### src/sdsa_pkg.sv
`default_nettype none
package sdsa_pkg;

    localparam int CHANNELS   = 8;
    localparam int ADC_BITS   = 12;
    localparam int CH_IDX_W   = (CHANNELS > 1) ? $clog2(CHANNELS) : 1;

    localparam int CHANNEL_W  = 3;
    localparam int SAMPLE_W   = 12;
    localparam int FRAC_W     = 8;
    localparam int LEVEL_W    = SAMPLE_W + FRAC_W;
    localparam int WEIGHT_W   = 9;
    localparam int DEADZONE_W = 12;
    localparam int ANGLE_W    = 8;
    localparam int MAX_ANGLE  = 180;
    localparam int WEIGHT_ONE = 256;
    localparam int PROD_W     = LEVEL_W + WEIGHT_W;

    localparam int PADDR_W    = 3;
    localparam int PDATA_W    = 32;
    localparam logic REG_WEIGHT   = 1'b0;
    localparam logic REG_DEADZONE = 1'b1;
    localparam logic [WEIGHT_W-1:0]   WEIGHT_RESET   = WEIGHT_W'(64);
    localparam logic [DEADZONE_W-1:0] DEADZONE_RESET = DEADZONE_W'(20);

    // floor(L*180/(2^ADC_BITS-1)) == (L*ANGLE_RECIP) >> ANGLE_SHIFT for every 12-bit L
    localparam int FULL_SCALE    = (1 << ADC_BITS) - 1;
    localparam int ANGLE_SHIFT   = SAMPLE_W + ADC_BITS;
    localparam int ANGLE_RECIP_W = 21;
    localparam logic [ANGLE_RECIP_W-1:0] ANGLE_RECIP = ANGLE_RECIP_W'(
        ((64'(MAX_ANGLE) << ANGLE_SHIFT) / 64'(FULL_SCALE)) + 64'd1);
    localparam int SCALE_W       = SAMPLE_W + ANGLE_RECIP_W;

    typedef struct packed {
        logic [WEIGHT_W-1:0]   weight;
        logic [DEADZONE_W-1:0] deadzone;
    } cfg_t;

    typedef struct packed {
        logic [LEVEL_W-1:0]  level;
        logic [SAMPLE_W-1:0] accepted;
    } chan_entry_t;

endpackage
`default_nettype wire

### src/sdsa_cfg_regs.sv
`default_nettype none
module sdsa_cfg_regs (
    input  wire logic                        aclk,
    input  wire logic                        aresetn,
    input  wire logic                        psel,
    input  wire logic                        penable,
    input  wire logic                        pwrite,
    input  wire logic [sdsa_pkg::PADDR_W-1:0] paddr,
    input  wire logic [sdsa_pkg::PDATA_W-1:0] pwdata,
    output logic      [sdsa_pkg::PDATA_W-1:0] prdata,
    output logic                             pready,
    output sdsa_pkg::cfg_t                   cfg
);
    import sdsa_pkg::*;

    logic [WEIGHT_W-1:0]   weight_reg;
    logic [DEADZONE_W-1:0] deadzone_reg;
    logic                  wr_en;
    logic                  reg_sel;

    assign pready  = 1'b1;
    assign reg_sel = paddr[2];
    assign wr_en   = psel & penable & pwrite;

    always_ff @(posedge aclk) begin
        if (!aresetn) begin
            weight_reg   <= WEIGHT_RESET;
            deadzone_reg <= DEADZONE_RESET;
        end else if (wr_en) begin
            case (reg_sel)
                REG_WEIGHT:   weight_reg   <= pwdata[WEIGHT_W-1:0];
                REG_DEADZONE: deadzone_reg <= pwdata[DEADZONE_W-1:0];
                default: ;
            endcase
        end
    end

    always_comb begin
        case (reg_sel)
            REG_WEIGHT:   prdata = PDATA_W'(weight_reg);
            REG_DEADZONE: prdata = PDATA_W'(deadzone_reg);
            default:      prdata = '0;
        endcase
    end

    assign cfg.weight   = weight_reg;
    assign cfg.deadzone = deadzone_reg;

endmodule
`default_nettype wire

### src/sdsa_chan_mem.sv
`default_nettype none
module sdsa_chan_mem (
    input  wire logic                         aclk,
    input  wire logic                         rd_en,
    input  wire logic [sdsa_pkg::CH_IDX_W-1:0] rd_addr,
    output sdsa_pkg::chan_entry_t             rd_data,
    input  wire logic                         wr_en,
    input  wire logic [sdsa_pkg::CH_IDX_W-1:0] wr_addr,
    input  wire sdsa_pkg::chan_entry_t        wr_data
);
    import sdsa_pkg::*;

    chan_entry_t mem [CHANNELS];
    chan_entry_t rd_data_reg;

    always_ff @(posedge aclk) begin
        if (wr_en) begin
            mem[wr_addr] <= wr_data;
        end
        if (rd_en) begin
            rd_data_reg <= mem[rd_addr];
        end
    end

    assign rd_data = rd_data_reg;

endmodule
`default_nettype wire

### src/smoothed_deadband_servo_angle_core.sv
// Smoothed deadband servo angle core.
// Input channel (s_valid/s_ready): one ADC sample with its channel number.
// Result channel (m_valid/m_ready): exactly one result per input transaction,
// carrying the channel, the servo angle of the smoothed level, and the
// command/active flags (set when the sample moved beyond the deadzone).
// Per-channel average and last accepted sample live in a one-port-read,
// one-port-write synchronous RAM; seeded flags are flip-flops.
// After an input transaction the core reads the channel RAM, multiplies,
// updates and writes back the average, and scales the angle as the output
// register loads and m_valid rises; s_ready returns then too, so one item is in
// flight at a time, set by this read-modify-write sequence on the channel RAM.
// The result sits in an output register; a stalled receiver holds the core in
// its last step until the register frees. One more sample may be accepted and
// processed up to that step while a result waits.
// Reset: weight 64, deadzone 20, all channels unseeded; no clearing pass.
// The first sample of a channel seeds it and gives command 0, active 0.
// The user must write configuration over the APB port only while the core is
// idle; the core does not enforce it.
`default_nettype none
module smoothed_deadband_servo_angle_core (
    input  wire logic                          aclk,
    input  wire logic                          aresetn,
    input  wire logic                          psel,
    input  wire logic                          penable,
    input  wire logic                          pwrite,
    input  wire logic [sdsa_pkg::PADDR_W-1:0]  paddr,
    input  wire logic [sdsa_pkg::PDATA_W-1:0]  pwdata,
    output logic      [sdsa_pkg::PDATA_W-1:0]  prdata,
    output logic                               pready,
    input  wire logic                          s_valid,
    output logic                               s_ready,
    input  wire logic [sdsa_pkg::CHANNEL_W-1:0] s_channel,
    input  wire logic [sdsa_pkg::SAMPLE_W-1:0] s_sample,
    output logic                               m_valid,
    input  wire logic                          m_ready,
    output logic      [sdsa_pkg::CHANNEL_W-1:0] m_out_channel,
    output logic      [sdsa_pkg::ANGLE_W-1:0]  m_angle,
    output logic                               m_command,
    output logic                               m_active
);
    import sdsa_pkg::*;

    localparam logic [1:0] ST_IDLE  = 2'd0;
    localparam logic [1:0] ST_READ  = 2'd1;
    localparam logic [1:0] ST_MIX   = 2'd2;
    localparam logic [1:0] ST_ANGLE = 2'd3;

    cfg_t        cfg;
    chan_entry_t rd_entry;
    chan_entry_t wr_entry;

    logic [1:0]            state_reg;
    logic [CHANNEL_W-1:0]  ch_reg;
    logic [SAMPLE_W-1:0]   sample_reg;
    logic                  in_range_reg;
    logic                  seed_reg;
    logic                  move_reg;
    logic [SAMPLE_W-1:0]   accepted_reg;
    logic [PROD_W-1:0]     prod_old_reg;
    logic [PROD_W-1:0]     prod_new_reg;
    logic [SAMPLE_W-1:0]   level_int_reg;
    logic                  cmd_reg;
    logic [CHANNELS-1:0]   seeded_reg;

    logic                  m_valid_reg;
    logic [CHANNEL_W-1:0]  m_channel_reg;
    logic [ANGLE_W-1:0]    m_angle_reg;
    logic                  m_command_reg;

    logic                  accept;
    logic [CH_IDX_W-1:0]   s_idx;
    logic [CH_IDX_W-1:0]   idx;
    logic [WEIGHT_W-1:0]   w_eff;
    logic [WEIGHT_W-1:0]   w_inv;
    logic [SAMPLE_W-1:0]   diff;
    logic [PROD_W:0]       mix_sum;
    logic [LEVEL_W-1:0]    level_next;
    logic [SCALE_W-1:0]    scale_prod;
    logic [SCALE_W-ANGLE_SHIFT-1:0] angle_raw;
    logic [ANGLE_W-1:0]    angle_next;
    logic                  out_free;
    logic                  out_load;

    sdsa_cfg_regs u_cfg (
        .aclk    (aclk),
        .aresetn (aresetn),
        .psel    (psel),
        .penable (penable),
        .pwrite  (pwrite),
        .paddr   (paddr),
        .pwdata  (pwdata),
        .prdata  (prdata),
        .pready  (pready),
        .cfg     (cfg)
    );

    assign s_ready = (state_reg == ST_IDLE);
    assign accept  = s_valid & s_ready;
    assign s_idx   = CH_IDX_W'(s_channel);
    assign idx     = CH_IDX_W'(ch_reg);

    sdsa_chan_mem u_mem (
        .aclk    (aclk),
        .rd_en   (accept),
        .rd_addr (s_idx),
        .rd_data (rd_entry),
        .wr_en   ((state_reg == ST_MIX) && in_range_reg),
        .wr_addr (idx),
        .wr_data (wr_entry)
    );

    always_comb begin
        w_eff = (cfg.weight > WEIGHT_W'(WEIGHT_ONE)) ? WEIGHT_W'(WEIGHT_ONE) : cfg.weight;
        w_inv = WEIGHT_W'(WEIGHT_ONE) - w_eff;
        diff  = (sample_reg > rd_entry.accepted) ? (sample_reg - rd_entry.accepted)
                                                 : (rd_entry.accepted - sample_reg);
        mix_sum    = {1'b0, prod_old_reg} + {1'b0, prod_new_reg};
        level_next = seed_reg ? {sample_reg, FRAC_W'(0)}
                              : mix_sum[FRAC_W +: LEVEL_W];
        wr_entry.level    = level_next;
        wr_entry.accepted = seed_reg ? sample_reg : accepted_reg;

        scale_prod = SCALE_W'(level_int_reg) * SCALE_W'(ANGLE_RECIP);
        angle_raw  = scale_prod[SCALE_W-1:ANGLE_SHIFT];
        if (!in_range_reg) begin
            angle_next = '0;
        end else if (angle_raw > (SCALE_W-ANGLE_SHIFT)'(MAX_ANGLE)) begin
            angle_next = ANGLE_W'(MAX_ANGLE);
        end else begin
            angle_next = ANGLE_W'(angle_raw);
        end
    end

    assign out_free = !m_valid_reg || m_ready;
    assign out_load = (state_reg == ST_ANGLE) && out_free;

    always_ff @(posedge aclk) begin
        if (!aresetn) begin
            state_reg   <= ST_IDLE;
            m_valid_reg <= 1'b0;
            seeded_reg  <= '0;
        end else begin
            if (out_load) begin
                m_valid_reg <= 1'b1;
            end else if (m_ready) begin
                m_valid_reg <= 1'b0;
            end
            case (state_reg)
                ST_IDLE: begin
                    if (accept) begin
                        ch_reg       <= s_channel;
                        sample_reg   <= s_sample;
                        in_range_reg <= (32'(s_channel) < CHANNELS);
                        state_reg    <= ST_READ;
                    end
                end
                ST_READ: begin
                    seed_reg     <= !seeded_reg[idx];
                    move_reg     <= diff > cfg.deadzone;
                    accepted_reg <= (diff > cfg.deadzone) ? sample_reg : rd_entry.accepted;
                    prod_old_reg <= PROD_W'(rd_entry.level) * PROD_W'(w_inv);
                    prod_new_reg <= PROD_W'({sample_reg, FRAC_W'(0)}) * PROD_W'(w_eff);
                    state_reg    <= ST_MIX;
                end
                ST_MIX: begin
                    level_int_reg <= level_next[LEVEL_W-1:FRAC_W];
                    cmd_reg       <= in_range_reg && !seed_reg && move_reg;
                    if (in_range_reg) begin
                        seeded_reg[idx] <= 1'b1;
                    end
                    state_reg <= ST_ANGLE;
                end
                ST_ANGLE: begin
                    if (out_free) begin
                        m_channel_reg <= ch_reg;
                        m_angle_reg   <= angle_next;
                        m_command_reg <= cmd_reg;
                        state_reg     <= ST_IDLE;
                    end
                end
                default: state_reg <= ST_IDLE;
            endcase
        end
    end

    assign m_valid       = m_valid_reg;
    assign m_out_channel = m_channel_reg;
    assign m_angle       = m_angle_reg;
    assign m_command     = m_command_reg;
    assign m_active      = m_command_reg;

endmodule
`default_nettype wire

### config.mk
export PLATFORM = sky130hd
export DESIGN_NAME = smoothed_deadband_servo_angle_core
export DESIGN_NICKNAME = d
export VERILOG_FILES = /design/src/sdsa_pkg.sv /design/src/sdsa_cfg_regs.sv /design/src/sdsa_chan_mem.sv /design/src/smoothed_deadband_servo_angle_core.sv
export SDC_FILE = /design/constraint.sdc
export NUM_CORES = 1
export LEC_CHECK = 0
export BUFFER_PORTS_ARGS = -buffer_cell sky130_fd_sc_hd__buf_2
export CAP_MARGIN = 20
export CORE_MARGIN = 5
export CORE_UTILIZATION = 55
export CTS_BUF_LIST = sky130_fd_sc_hd__clkbuf_16
export CTS_CLUSTER_DIAMETER = 150
export DETAILED_ROUTE_END_ITERATION = 6
export PLACE_DENSITY = 0.72
export SETUP_SLACK_MARGIN = 0.4
export SKIP_LAST_GASP = 1
export SYNTH_ARGS = -nofsm -noshare
export SYNTH_HDL_FRONTEND = slang
export SYNTH_HIERARCHICAL = 1
export SYNTH_SLANG_ARGS = --single-unit
### constraint.sdc
create_clock -name aclk -period 7.7 [get_ports aclk]
set_input_delay 1.155 -clock aclk [delete_from_list [all_inputs] [get_ports aclk]]
set_output_delay 1.155 -clock aclk [all_outputs]
set_load 0.02 [all_outputs]
==> impl_metrics.yaml <==
outcome:
  status: "complete, no violations"
cells_and_area:
  fillCellCount: 4136
  multi_input_comb_area_um2: 15500
  seq_area_um2: 12100
  drive_above_1_share: 0.103
  largest_register_ff_count: 256
  syn_to_final_growth_pct: 8.17
  nets: 3039
  finalCoreUtilization: 0.598
  post-route-cell-area_um2: 32000
job:
  cap_viol_max_count: 0
detailed_routing:
  totalWireLength_um: 64100
  post-route-drc-count: 0
  detail_route.wl_per_cell_um: 19.8
  route.antenna.remaining_nets: 0
  via_per_inst: 5.63
  dr_total_vias: 18240
  first_pass_iters: 5
  drt_iter0_markers: 1290
critical_path:
  timing.reg2reg.worst_path_depth: 25
  internal_reg_to_reg_setup_slack_ps: 920
  critPathMaxStageDelay_ps: 500
  criticalPathCategory: "reg -> reg"
  worstPathArrival_ps: 7080
  cp_slowest_cell: "fa_1"
  most_frequent_cp_cell: "fa_1"
  launching_point_of_the_worst_reg2reg_path: "u_cfg/weight_reg[1]"
  worst-path-max-fanout: 20
  regToRegEndpoint: "prod_old_reg[27]"
  worstSetupStartpointType: "flop"
  crit_path_end_kind: "flop"
  cp.required_ps: 8000
timing:
  fin_setup_tns_ps: 0
  hold_violations: 0
  worst_slew_margin_rel: 0.277
  setup_repair_after_global_routing_missed_its_margin: "no"
  timing.clock.skew_ps: 32.0
  max_slew_violation_total_from_the_final_report: 0
  final_critical_path_setup_slack_ps: 918
  final.min_clock_period_ps: 6780
  setup_viol: 0
  max_clock_freq_ghz: 0.147
  worst-slew-pin-transition_ps: 1070
  layout_worst_path_cycle_share: 0.881
clock_network:
  clk_latency_ps: 580
  cts_root_buf: "clkbuf_16"
  number_of_buffers_added_to_fix_hold_violations_after_cts: 0
  clk_pin_slew_worst_paths_ps: 60
  cts_sinks: 414
  numCtsBuffers: 42
  htree_num_levels: 2
  cts_tree: "yes"
  clock_path_buffers: 3
  postCtsSetupRepairBufs: 0
synthesis:
  post-synth-top-area-cell: "edfxtp_1"
  synth_most_common_cell: "inv_1"
  post_synth_most_frequent_cells: "inv_1 (404), edfxtp_1 (382), fa_1 (242)"
  synth_top_cell_area_share: 0.388
  post_synth_instance_area_um2: 29600
  synth.yosys.seq_area_share: 0.410
  synth.ff_latch_count: 414
  post_synth_main_area_contributors: "edfxtp_1 (39%), fa_1 (16%), ha_1 (9.8%), inv_1 (5.1%), mux4_1 (3.6%)"
  synth_cell_types: 74
  synthesis.instances: 2452
  yosys_most_used_dff: "edfxtp_1"
  synth_edf_count: 382
  synthesis.yosys.warnings: 6
  ys_async_sr_fraction: 0
  syn_avg_cell_area_um2: 12.1
power:
  post-layout-total-power_uw: 10600
  standby_leakage_power_uw: 0.0138
  power-per-cell-area_nw_per_um2: 331
  vdd_ir_drop_max_mv: 0.332
worst_hold_path:
  hp-start: "seeded_reg[5]"
  min_delay_path_depth: 1
  min-delay-path-class: "reg -> reg"
  min_delay_worst_endpoint: "seeded_reg[5]"
grt:
  first_pass_grt_wire_length_um: 102000
  grt_antenna_before_repair: 0
  grt_util_all_layers: 0.218
  first_global_vias: 18930
  grt_overflow: 0
  pin_count_of_the_biggest_net_entering_global_routing: 66
placed_design:
  place_ws_ps: 739
  dp_hpwl_um: 46000
  place_area_um2: 30600
  place.gp.congestion: 0.864
  numPortBuffers: 61
floorplanning:
  initial_cell_density_of_the_core: 0.553
  fp.coreArea_um2: 53500
  design.portCount: 105
  fp.dieArea_um2: 58500
  placementRows: 85
  die_w_um: 242
  chipHeight_um: 242
per-stage QoR:
| step | std cells | hold slack, ps |
|---|---|---|
| floorplan | 2471 | 400 |
| finish | 3238 | 464 |
| global placement | 3155 | 442 |
| CTS | 3234 | 467 |
| detailed placement | 3157 | 453 |
| global route | 3237 | 490 |
report_power, final:
part | switching (uW) | total [uW] | internal (uW)
clock | 884 | 2050 | 1160
combinational | 3080 | 5320 | 2240
sequential | 241 | 3210 | 2970
worst max-delay path by stage:
stage / start / endpoint / slack [ps]
finish: u_cfg/weight_reg[1] / prod_old_reg[27] / 920
global route: u_cfg/weight_reg[1] / prod_old_reg[22] / 540
CTS: u_cfg/weight_reg[1] / prod_old_reg[27] / 670
detailed placement: u_cfg/weight_reg[1] / prod_old_reg[27] / 740
global placement: u_cfg/weight_reg[1] / prod_old_reg[27] / 870
floorplan: u_cfg/weight_reg[0] / prod_old_reg[27] / 1560
cell type report:
cell class	count	area share
Antenna cell	1	0.0000782
Clock buffer	43	0.0336
Clock inverter	34	0.00994
Inverter	404	0.0474
Multi-Input combinational cell	1544	0.484
Sequential cell	414	0.379
Tap cell	696	0.0272
Timing Repair Buffer	102	0.0192
placed cells by master (no fill, tap or decap), types with 7 or more instances in the layout:
| cell | Yosys | final |
|---|---|---|
| fa_1 | 242 | 242 |
| nand2b_1 | 15 | 15 |
| nand4_1 | 12 | 12 |
| dfxtp_1 | 32 | 32 |
| nor2b_1 | 28 | 27 |
| buf_4 | 22 | 39 |
| a211oi_1 | 9 | 9 |
| nand3_1 | 16 | 16 |
| and3_1 | 10 | 10 |
| inv_1 | 404 | 410 |
| mux4_1 | 40 | 40 |
| mux2_2 | 42 | 42 |
| xnor2_1 | 54 | 54 |
| conb_1 | 2 | 21 |
| clkbuf_16 | 0 | 43 |
| mux2i_1 | 29 | 29 |
| clkinv_2 | 0 | 9 |
| and2_1 | 152 | 151 |
| xor2_1 | 21 | 21 |
| nor3_1 | 31 | 29 |
| o21ai_0 | 58 | 58 |
| buf_2 | 16 | 61 |
| edfxtp_1 | 382 | 382 |
| o21a_1 | 26 | 26 |
| nand2_1 | 236 | 236 |
| ha_1 | 232 | 232 |
| mux4_2 | 26 | 26 |
| nor2_1 | 76 | 70 |
| a21o_1 | 25 | 24 |
| o21bai_1 | 11 | 11 |
| a31oi_1 | 7 | 7 |
| a21oi_1 | 53 | 53 |
worst max-delay path, delay by kind of cell, from the launching register on:
family | cells | cell delay [ps]
flip-flops | 1 | 320
XOR/XNOR | 1 | 130
AO/OA/AOI/OAI | 7 | 1830
AND/OR/NAND/NOR | 7 | 1450
adder cells (fa/ha/maj) | 6 | 2370
buffers and inverters | 4 | 370
what timing repair did:
| action | in CTS | in global routing |
|---|---|---|
| endpoints found under the setup margin | 0 | 5 |
| hold endpoints to repair | 0 | 0 |
| resized for setup | 0 | 1 |
cells by family (layout without fill, tap and decap cells):
kind of cell	count (synthesis)	after routing	synth area share
other	2	22	0.000254
DFF	414	414	0.410
and+or+nand+nor	595	595	0.0985
muxes	138	138	0.0817
buffers and inverters	513	583	0.0714
adders and majority gates	474	474	0.262
xor gates and xnor gates	75	75	0.0222
AOI/OAI and AO/OA	241	241	0.0542
layer usage:
layer	vias to the layer above	wire length [um]	GRT usage	part of all wire
met5	-	0	0	0
met4	0	1940	0.0676	0.030
met3	118	3400	0.0279	0.053
met2	552	31600	0.368	0.49
met1	9205	27100	0.299	0.42
li1	8365	-	-	-
Power figures use the tool's default switching activity.
